[config.mk]
export PLATFORM = sky130hd
export DESIGN_NAME = double_ended_queue
export DESIGN_NICKNAME = d
export VERILOG_FILES = /design/src/deq_pkg.sv /design/src/deq_ram.sv /design/src/deq_datapath.sv /design/src/deq_controller.sv /design/src/double_ended_queue.sv
export SDC_FILE = /design/constraint.sdc
export NUM_CORES = 1
export LEC_CHECK = 0
export BUFFER_PORTS_ARGS = -buffer_cell sky130_fd_sc_hd__buf_4
export CAP_MARGIN = 20
export CORE_UTILIZATION = 60
export CTS_CLUSTER_DIAMETER = 30
export DETAILED_ROUTE_END_ITERATION = 10
export GPL_ROUTABILITY_DRIVEN = 0
export PLACE_DENSITY = 0.77
export SETUP_SLACK_MARGIN = 0.5
export SYNTH_ARGS = -nofsm -noshare
export SYNTH_HDL_FRONTEND = slang
export SYNTH_HIERARCHICAL = 1
export SYNTH_SLANG_ARGS = --single-unit
export TNS_END_PERCENT = 10
[constraint.sdc]
create_clock -name clock -period 5.6 [get_ports clock]
set_clock_uncertainty 0.05 [all_clocks]
set_input_delay 0.84 -clock clock [delete_from_list [all_inputs] [get_ports clock]]
set_output_delay 0.84 -clock clock [all_outputs]
set_load 0.01 [all_outputs]
[src/deq_pkg.sv]
// deq_pkg: types and constants shared by the double-ended queue modules
// no dependencies

package deq_pkg;

   localparam int DATA_W = 32;

   typedef enum logic [2:0] {
      OP_STATUS     = 3'd0,
      OP_PUSH_FRONT = 3'd1,
      OP_PUSH_BACK  = 3'd2,
      OP_POP_FRONT  = 3'd3,
      OP_POP_BACK   = 3'd4
   } opcode_type;

   typedef enum logic [1:0] {
      ERR_NONE  = 2'd0,
      ERR_EMPTY = 2'd1,
      ERR_FULL  = 2'd2
   } error_type;

   typedef enum logic [1:0] {
      ST_IDLE,
      ST_EXEC,
      ST_FETCH,
      ST_RESP
   } state_type;

   localparam logic signed [DATA_W-1:0] NEG_ONE = 32'hFFFF_FFFF;

   typedef struct packed {
      logic [2:0]               opcode;
      logic signed [DATA_W-1:0] value;
   } req_type;

   typedef struct packed {
      logic signed [DATA_W-1:0] popped_value;
      logic signed [DATA_W-1:0] front_value;
      logic signed [DATA_W-1:0] back_value;
      logic                     is_empty;
      logic [4:0]               fill_count;
      logic [1:0]               error_code;
   } rsp_type;

   // sequencing commands from the controller to the datapath
   typedef struct packed {
      logic load;
      logic exec;
      logic fetch;
      logic respond;
   } ctrl_cmd_type;

endpackage

[src/deq_ram.sv]
// deq_ram: generic ram, one write port and two registered read ports
// no dependencies

module deq_ram #(
   parameter int WIDTH = 32,
   parameter int DEPTH = 16
) (
   input  logic                     clock,
   input  logic                     wr_en,
   input  logic [$clog2(DEPTH)-1:0] wr_addr,
   input  logic [WIDTH-1:0]         wr_data,
   input  logic [$clog2(DEPTH)-1:0] rd_addr_a,
   input  logic [$clog2(DEPTH)-1:0] rd_addr_b,
   output logic [WIDTH-1:0]         rd_data_a,
   output logic [WIDTH-1:0]         rd_data_b
);

   logic [WIDTH-1:0] mem_ff [DEPTH];
   logic [WIDTH-1:0] rd_a_ff;
   logic [WIDTH-1:0] rd_b_ff;

   always_ff @(posedge clock) begin
      if (wr_en) begin
         mem_ff[wr_addr] <= wr_data;
      end
      rd_a_ff <= mem_ff[rd_addr_a];
      rd_b_ff <= mem_ff[rd_addr_b];
   end

   assign rd_data_a = rd_a_ff;
   assign rd_data_b = rd_b_ff;

endmodule

[src/deq_datapath.sv]
// deq_datapath: head and count registers, slot ram, result assembly
// depends on deq_pkg and deq_ram

module deq_datapath import deq_pkg::*; #(
   parameter int DEPTH = 16
) (
   input  logic         clock,
   input  logic         reset,
   input  ctrl_cmd_type cmd,
   input  req_type      req_payload,
   output rsp_type      rsp_payload
);

   localparam int AW = $clog2(DEPTH);
   localparam int CW = $clog2(DEPTH + 1);
   localparam logic [AW:0]   DEPTH_W = (AW+1)'(DEPTH);
   localparam logic [AW-1:0] LAST    = AW'(DEPTH - 1);
   localparam logic [CW-1:0] FULL_C  = CW'(DEPTH);

   function automatic logic [AW-1:0] wrap_add(input logic [AW-1:0] base,
                                              input logic [AW-1:0] off);
      logic [AW:0] sum;
      sum = {1'b0, base} + {1'b0, off};
      if (sum >= DEPTH_W) begin
         sum = sum - DEPTH_W;
      end
      return sum[AW-1:0];
   endfunction

   logic [AW-1:0]            head_ff, head_in;
   logic [CW-1:0]            count_ff, count_in;
   logic [2:0]               op_ff;
   logic signed [DATA_W-1:0] value_ff;
   error_type                err_ff, err_in;
   logic                     pop_ok_ff, pop_ok_in;
   logic signed [DATA_W-1:0] popped_ff;

   logic                     full, empty;
   logic [CW-1:0]            cnt_m1;
   logic                     wr_en;
   logic [AW-1:0]            wr_addr;
   logic [AW-1:0]            exec_rd_addr;
   logic [AW-1:0]            rd_addr_a, rd_addr_b;
   logic [DATA_W-1:0]        rd_data_a, rd_data_b;

   assign full   = (count_ff == FULL_C);
   assign empty  = (count_ff == '0);
   assign cnt_m1 = count_ff - 1'b1;

   // one operation: pointer update, slot write, pop address
   always_comb begin
      head_in      = head_ff;
      count_in     = count_ff;
      err_in       = ERR_NONE;
      pop_ok_in    = 1'b0;
      wr_en        = 1'b0;
      wr_addr      = head_ff;
      exec_rd_addr = head_ff;
      case (op_ff)
         OP_PUSH_FRONT: begin
            if (full) begin
               err_in = ERR_FULL;
            end else begin
               head_in  = (head_ff == '0) ? LAST : head_ff - 1'b1;
               wr_en    = 1'b1;
               wr_addr  = head_in;
               count_in = count_ff + 1'b1;
            end
         end
         OP_PUSH_BACK: begin
            if (full) begin
               err_in = ERR_FULL;
            end else begin
               wr_en    = 1'b1;
               wr_addr  = wrap_add(head_ff, count_ff[AW-1:0]);
               count_in = count_ff + 1'b1;
            end
         end
         OP_POP_FRONT: begin
            if (empty) begin
               err_in = ERR_EMPTY;
            end else begin
               pop_ok_in    = 1'b1;
               exec_rd_addr = head_ff;
               head_in      = (head_ff == LAST) ? '0 : head_ff + 1'b1;
               count_in     = cnt_m1;
            end
         end
         OP_POP_BACK: begin
            if (empty) begin
               err_in = ERR_EMPTY;
            end else begin
               pop_ok_in    = 1'b1;
               exec_rd_addr = wrap_add(head_ff, cnt_m1[AW-1:0]);
               count_in     = cnt_m1;
            end
         end
         default: begin
         end
      endcase
   end

   always_ff @(posedge clock) begin
      if (reset) begin
         head_ff  <= '0;
         count_ff <= '0;
      end else if (cmd.exec) begin
         head_ff  <= head_in;
         count_ff <= count_in;
      end
   end

   always_ff @(posedge clock) begin
      if (cmd.load) begin
         op_ff    <= req_payload.opcode;
         value_ff <= req_payload.value;
      end
      if (cmd.exec) begin
         err_ff    <= err_in;
         pop_ok_ff <= pop_ok_in;
      end
      if (cmd.fetch) begin
         popped_ff <= pop_ok_ff ? $signed(rd_data_a) : NEG_ONE;
      end
   end

   // port a reads the popped slot during exec, then the front slot
   assign rd_addr_a = cmd.exec ? exec_rd_addr : head_ff;
   assign rd_addr_b = wrap_add(head_ff, cnt_m1[AW-1:0]);

   deq_ram #(
      .WIDTH (DATA_W),
      .DEPTH (DEPTH)
   ) u_slots (
      .clock     (clock),
      .wr_en     (wr_en && cmd.exec),
      .wr_addr   (wr_addr),
      .wr_data   (value_ff),
      .rd_addr_a (rd_addr_a),
      .rd_addr_b (rd_addr_b),
      .rd_data_a (rd_data_a),
      .rd_data_b (rd_data_b)
   );

   always_comb begin
      rsp_payload.popped_value = popped_ff;
      rsp_payload.front_value  = empty ? NEG_ONE : $signed(rd_data_a);
      rsp_payload.back_value   = empty ? NEG_ONE : $signed(rd_data_b);
      rsp_payload.is_empty     = empty;
      rsp_payload.fill_count   = 5'(count_ff);
      rsp_payload.error_code   = err_ff;
   end

   a_count_bound: assert property (@(posedge clock) disable iff (reset)
      count_ff <= FULL_C)
      else $error("element count beyond depth");

   a_count_step: assert property (@(posedge clock) disable iff (reset)
      1'b1 |=> (count_ff == $past(count_ff)) || (count_ff == $past(count_ff) + 1'b1)
               || (count_ff == $past(count_ff) - 1'b1))
      else $error("element count moved by more than one");

endmodule

[src/deq_controller.sv]
// deq_controller: sequencer for one queue operation
// depends on deq_pkg

module deq_controller import deq_pkg::*; (
   input  logic         clock,
   input  logic         reset,
   input  logic         start,
   output logic         busy,
   output ctrl_cmd_type cmd
);

   state_type state_ff, state_in;

   always_ff @(posedge clock) begin
      if (reset) begin
         state_ff <= ST_IDLE;
      end else begin
         state_ff <= state_in;
      end
   end

   always_comb begin
      state_in    = state_ff;
      cmd         = '0;
      busy        = 1'b1;
      case (state_ff)
         ST_IDLE: begin
            busy     = 1'b0;
            cmd.load = start;
            if (start) begin
               state_in = ST_EXEC;
            end
         end
         ST_EXEC: begin
            cmd.exec = 1'b1;
            state_in = ST_FETCH;
         end
         ST_FETCH: begin
            cmd.fetch = 1'b1;
            state_in  = ST_RESP;
         end
         ST_RESP: begin
            cmd.respond = 1'b1;
            state_in    = ST_IDLE;
         end
         default: begin
            state_in = ST_IDLE;
         end
      endcase
   end

endmodule

[src/double_ended_queue.sv]
// double_ended_queue: deque of signed 32-bit values in a ring of DEPTH slots
// sequencing: the accepting edge is followed by the exec, fetch and resp states,
//   the result strobe in resp; a new transaction waits for idle, set by the registered
//   slot ram read (one pass for the popped slot, one for the new front and back slots)
// reset: head and count cleared, slots left as they are (never read unwritten)
// the result is shown for one cycle and cannot be stalled by the receiver

module double_ended_queue import deq_pkg::*; #(
   parameter int DEPTH = 16
) (
   input  logic    clock,
   input  logic    reset,
   input  logic    start,
   output logic    busy,
   input  req_type req_payload,
   output logic    rsp_valid,
   output rsp_type rsp_payload
);

   ctrl_cmd_type cmd;

   // sequencer: idle -> exec -> fetch -> resp
   deq_controller u_ctrl (
      .clock (clock),
      .reset (reset),
      .start (start),
      .busy  (busy),
      .cmd   (cmd)
   );

   // pointers, count, slot ram and result fields
   deq_datapath #(
      .DEPTH (DEPTH)
   ) u_dp (
      .clock       (clock),
      .reset       (reset),
      .cmd         (cmd),
      .req_payload (req_payload),
      .rsp_payload (rsp_payload)
   );

   // result strobe is the resp state of the sequencer
   assign rsp_valid = cmd.respond;

   // every accepted transaction yields its result strobe after the exec and fetch states
   a_rsp_latency: assert property (@(posedge clock) disable iff (reset)
      (start && !busy) |-> ##3 rsp_valid)
      else $error("missing result strobe");

   // a result strobe only comes while an operation is in flight
   a_rsp_busy: assert property (@(posedge clock) disable iff (reset)
      rsp_valid |-> busy)
      else $error("result strobe while idle");

   // the block is free again right after a result
   a_rsp_free: assert property (@(posedge clock) disable iff (reset)
      rsp_valid |=> !busy)
      else $error("still busy after result");

   // error results leave the fill count where it was
   a_err_count: assert property (@(posedge clock) disable iff (reset)
      (rsp_valid && rsp_payload.error_code != ERR_NONE)
      |-> rsp_payload.fill_count == $past(rsp_payload.fill_count, 3))
      else $error("failed operation changed the count");

endmodule

* Yosys cells after proc, flatten, opt, wreduce, memory -nomap -nowiden
Memories as Yosys holds them, arrays and structs flattened. A register that Yosys moved wholly into a read port is not among the register bits.
Cells that the tools add are included.
** Storage, ports and cells
- Register bits after elaboration :: 81
- RAM bits :: 512
- Input bits :: 38
- Output and inout bits :: 106
- Word-level logic and storage cells :: 74
- Memories kept :: 1
** Operators by class
- $add $sub $neg :: 8
- Order comparisons :: 2
- Equal/unequal tests :: 13
- Multiplexer cells :: 32
- Reductions and logical operators :: 10
** Memory list
- u_dp.u_slots.mem_ff :: depth 16, bits a word 32, read ports 2, clocked after memory_dff 2, write ports 1, RTL line deq_ram.sv:18 : logic [WIDTH-1:0] mem_ff [DEPTH];
** Operator list (count)
- 32-bit 2-to-1 mux :: 2
- 4-bit 2-to-1 mux :: 10
- 4-bit one-hot mux with 2 select lines :: 2
- 4-bit by 1-bit subtractor with 4-bit output (second input constant) :: 3
- 1-bit 2-to-1 mux :: 11
- 4-bit by 4-bit adder with 5-bit output :: 2
- 5-bit >= comparator (second input constant) :: 2
- 5-bit 2-to-1 mux :: 2
- 5-bit one-hot mux with 2 select lines :: 1
- 2-bit != test (second input constant) :: 4
- 2-bit one-hot mux with 4 select lines :: 1
- 3-bit by 2-bit == test with 1-bit output (second input constant) :: 2
- 5-bit by 1-bit adder with 5-bit output (second input constant) :: 1
- 5-bit == test (second input constant) :: 1
- 5-bit zero test :: 1
- 5-bit by 1-bit subtractor with 5-bit output (second input constant) :: 1
- 4-bit by 1-bit adder with 4-bit output (second input constant) :: 1
- 2-bit == test (second input constant) :: 2
- 4-bit == test (second input constant) :: 1
- 4-bit zero test :: 1
- 2-bit 2-to-1 mux :: 2
- 2-bit one-hot mux with 2 select lines :: 1
- 4-bit AND reduction :: 1
- 2-bit nonzero test :: 2
- other kinds (7) :: 8

* Longest topological paths before layout
- Depth in word-level cells :: 7
- Gate-level depth with buffers :: 13
- Depth with buffers taken out :: 11

* Cells and area by module
Netlist, hierarchy kept.
** By module, submodules not included
- deq_ram :: times used 1, cells each 1141, area each 24188.2 µm², sequential area each 16656.0 µm²
- deq_datapath :: times used 1, cells each 332, area each 3930.0 µm², sequential area each 2282.2 µm²
- deq_controller :: times used 1, cells each 17, area each 156.4 µm², sequential area each 40.0 µm²

* Least setup slack after synthesis
Ideal clock, no wire load.
- Path kind :: register to register
- From :: reg u_dp.count_ff[0]
- To :: mem u_dp.u_slots.mem_ff[0][0] (enable)
- Library setup time :: 0.461 ns
- Arrival time :: 4.607 ns
- Data required time :: 5.089 ns
- Setup slack :: 0.482 ns
- Cell stages (with the launch flop) :: 11
- Buffers on the path :: 1
- Period minus slack after synthesis :: 5.118 ns
- Cell sequence :: dfxtp_1 -> inv_1 -> ha_1 -> nor4bb_1 -> clkbuf_1 -> or4_1 -> a21oi_1 -> o32a_1 -> nand2_1 -> or3b_2 -> nor3_1
** Between the ends
- Elaborated cells between the ends (all ways) :: 13
- Classes of those cells :: add/sub: 2; order compare: 1; eq/ne: 1; mux: 8; reduce/logical: 1
** RTL lines
- start: declaration :: RTL line deq_datapath.sv:31 : logic [CW-1:0] count_ff, count_in;
- start signal: assignment :: RTL line deq_datapath.sv:109 : count_ff <= count_in;
- 4-bit by 4-bit adder with 5-bit output :: RTL line deq_datapath.sv:23 : sum = {1'b0, base} + {1'b0, off};
- 4-bit by 1-bit subtractor with 4-bit output or 5-bit >= comparator (tied branches) :: RTL line deq_datapath.sv:25, deq_datapath.sv:24
- 4-bit 2-to-1 mux :: RTL line deq_datapath.sv:24 : if (sum >= DEPTH_W) begin
- 4-bit 2-to-1 mux :: RTL line deq_datapath.sv:71 : if (full) begin
- 4-bit one-hot mux with 2 select lines * :: RTL line deq_datapath.sv:59 : case (op_ff)
- via u_dp.wr_addr[3] :: RTL line deq_datapath.sv:41 : logic [AW-1:0] wr_addr;
- end: declaration :: RTL line deq_ram.sv:18
Mark *: on every way through the listed nets, which the timed path passes. The rest lies on a longest branch.

* Worst setup path after layout
- From :: reg u_dp.count_ff[0]
- To :: mem u_dp.u_slots.mem_ff[9][21] (enable)
The elaborated chain is that of the path after synthesis.

==> reports/qor.txt <==
# nets final -> 1,751
Main combinational cell family by area after synthesis -> multiplexers
Pint -> 13,000 uW
Via/cell ratio -> 6.70
Placed Area -> 30,200 sq um
EDFF count, synth -> 582
Sw Pwr -> 5420 uW
VDD IR max -> 0.832 mV
Resized cells post-CTS -> 0
Post-route ant nets -> 0
CTS Hold Bufs -> 0
Layout cells sized above 1 -> 38.9%
Util after Layout -> 74.4%
CTS tree -> done
Chip width -> 219 microns
Hold wc startpoint -> req_payload[18]
Slew HR -> 28.3%
Syn Nets -> 1,546
Top Ports -> 144
Synth Cell Area -> 28,300 sq um
Area leader, netlist -> edfxtp_1
DP HPWL -> 37,300 microns
Crit Path Max Fanout -> 24
Setup crit end kind -> register
Starting Density -> 60.7%
Final worst slack -> 1.23 ns
F_max -> 0.229 GHz
Count leader, synth -> edfxtp_1
Period minus WS final -> 4.37 ns
Synth Area in Simple Gates -> 4.76%
Hold path cells -> 1
Postcts setup bufs -> 0
CTS max path bufs -> 3
Outcome -> complete, no violations
IO buf count -> 143
Syn_area_per_cell -> 19.0 sq um
Max Cap Viol -> 0
Critical path type -> register to register
Worst hold path type -> input pin to register
Mux contribution to synthesized area -> 20.6%
Worst path required time -> 5.91 ns
Hold Slack -> 0.302 ns
Clock buffer count from CTS -> 121
Flop pwr share -> 34.7%
Top cells by count, synth -> edfxtp_1 (582), mux4_2 (256), a22oi_1 (128), nand2b_1 (101)
Pre-antenna DRT Iters -> 5
Post-synthesis async set-or-reset flop share -> 0%
Aggregate global routing overflow -> 0
Tot GR Track Use -> 30.3%
Top cells by area, synth -> edfxtp_1 (62%), mux4_2 (20%), dfxtp_1 (5.3%), a22oi_1 (3.4%), nand2b_1 (2.2%)
Vias -> 16.2k
Worst-path clk slew -> 0.05 ns
Post-route setup TNS -> 0 ns
Max Slew Vio Count -> 0
Ys flop type -> edfxtp_1
Switching Fraction -> 29.5%
# DRC -> 0
Final hold violations -> 0
Seq/Total Area, Yosys -> 67.1%
XOR/XNOR Fraction of Synth Area -> 0.310%
Synth Register Bits -> 657
Combinational power share -> 24.0%
Multi-input gate area -> 8960 sq um
Post-synth top area share -> 61.8%
RSZ-0062 raised after global routing -> false
Clock power frac -> 41.3%
Wire per inst -> 29.1 microns
Synth Area in Compound Gates -> 4.41%
Worst skew pair latency -> 0.66 ns
H-tree Lvls -> 3
Layout area overhead -> 22.5%
Initial antenna violation count -> 1
Worst-margin pin slew -> 1.07 ns
Fillers -> 2,570
Sequential cell area -> 19,000 sq um
Cells after Synth -> 1,490
# rows -> 79
Pwr dens -> 531 nW/um^2
Vias in the first global route -> 16.9k
Core area -> 46,600 sq um
Die area -> 48,000 sq um
Crit path launch type -> register
Final period utilization -> 78.1%
RR Startpoint -> u_dp/count_ff[0]$_SDFFE_PP0P_
Worst Path Arrival -> 4.69 ns
First-pass GRT wire length -> 105,000 microns
# setup viols final -> 0
Post-route design area -> 34,600 sq um
YS warnings -> 6
Worst slack, placed -> 0.971 ns
Fraction of the mapped netlist area in adder cells -> 0.850%
Sink Count -> 657
Leakage -> 0.0117 uW
Crit path from -> u_dp/count_ff[0]$_SDFFE_PP0P_
Synth cell types -> 53
Die H -> 219 microns
Largest net degree at the start of global routing -> 129
Worst-case reg-to-reg path depth -> 9
Initial DRC Count -> 1,929
Root Buffer -> clkbuf_16
Final wirelength -> 70,100 microns
-- kinds of logic after synthesis --
group,count (synthesis)
DFF,657
adders and majority gates,18
xor gates and xnor gates,10
AOI/OAI and AO/OA,174
and+or+nand+nor,252
muxes,262
buffers and inverters,117
-- worst max-delay path, cell delays in order, from the launching register on --
cell	delay, ns
dfxtp_1	0.37
inv_1	0.18
ha_1	0.21
nor4bb_1	0.54
clkbuf_2	0.27
nor2_1	0.10
a31oi_1	0.74
nand2b_1	0.43
nor2_4	0.85
buf_4	0.33
-- registers in the layout, summed over array words and instances, names as in the netlist --
signal / count
u_dp/u_slots/mem_ff: 512
u_dp/popped_ff: 32
u_dp/u_slots/rd_data_a: 32
u_dp/u_slots/rd_data_b: 32
u_dp/value_ff: 32
u_dp/count_ff: 5
u_dp/head_ff: 4
u_dp/op_ff: 3
u_ctrl/state_ff: 2
u_dp/err_ff: 2
u_dp/pop_ok_ff: 1
-- power groups by stage --
stage | Sequential (uW) | Clock [uW] | Combinational (uW)
after floorplan | 6310 | 0 | 2860
after global placement | 6440 | 0 | 4210
final | 6380 | 7610 | 4410
after detailed placement | 6460 | 0 | 4270
after CTS | 6380 | 7670 | 4340
after global routing | 6430 | 7890 | 4670
-- cell type report --
cell class                 instances  area share [%]
clock inverter                   102            3.59
timing repair buffer             189            4.55
antenna                            1         0.00722
sequential                       657            54.8
clock buffer                     129            8.92
multi-input combinational        716            25.9
tap                              607            2.19
inverter                          10           0.108
-- final timing paths --
check,slack [ns],end
setup / recovery,1.23,u_dp/u_slots/mem_ff[9][21]$_DFFE_PP_
hold / removal,0.30,u_dp/value_ff[18]$_DFFE_PP_
setup reg to reg,1.23,u_dp/u_slots/mem_ff[9][21]$_DFFE_PP_
hold reg to reg,0.45,u_dp/popped_ff[8]$_SDFFCE_PN1P_
-- metrics by stage --
step | std cells | power (uW)
floorplan | 1490 | 9170
global placement | 2174 | 10700
detailed placement | 2174 | 10700
CTS | 2405 | 18400
global route | 2410 | 19000
finish | 2411 | 18400
-- routing by layer --
metal  wire length (microns)  part of all wire [%]  global-route usage, %
met3                    6780                   9.7                   5.95
met2                   35500                    51                   49.6
met5                      12                 0.017                      0
met1                   26200                    37                   41.2
met4                    1630                   2.3                   10.5
-- cell usage in the layout (no fill, tap or decap), types with 3 or more instances in the layout --
| master | n |
|---|---|
| a211o_1 | 3 |
| mux2_2 | 3 |
| a21o_1 | 5 |
| nand3b_1 | 5 |
| bufinv_16 | 22 |
| xnor2_1 | 7 |
| ha_1 | 14 |
| edfxtp_1 | 582 |
| buf_4 | 177 |
| clkbuf_16 | 122 |
| o21ai_0 | 12 |
| mux4_2 | 256 |
| xor2_1 | 3 |
| nor2b_1 | 3 |
| buf_12 | 8 |
| and2_1 | 3 |
| nor2_4 | 14 |
| nand2b_1 | 101 |
| clkbuf_1 | 6 |
| clkinv_2 | 23 |
| clkinv_4 | 15 |
| inv_6 | 13 |
| dfxtp_1 | 75 |
| nor2_1 | 17 |
| nor2b_4 | 4 |
| clkinvlp_4 | 20 |
| inv_1 | 10 |
| a21oi_1 | 14 |
| buf_16 | 3 |
| clkinv_8 | 3 |
| nand2_1 | 75 |
| a22oi_1 | 128 |
| a31oi_1 | 3 |
| nor3_1 | 6 |
| clkinv_1 | 6 |
| nor3_2 | 3 |
Power figures use the tool's default switching activity.
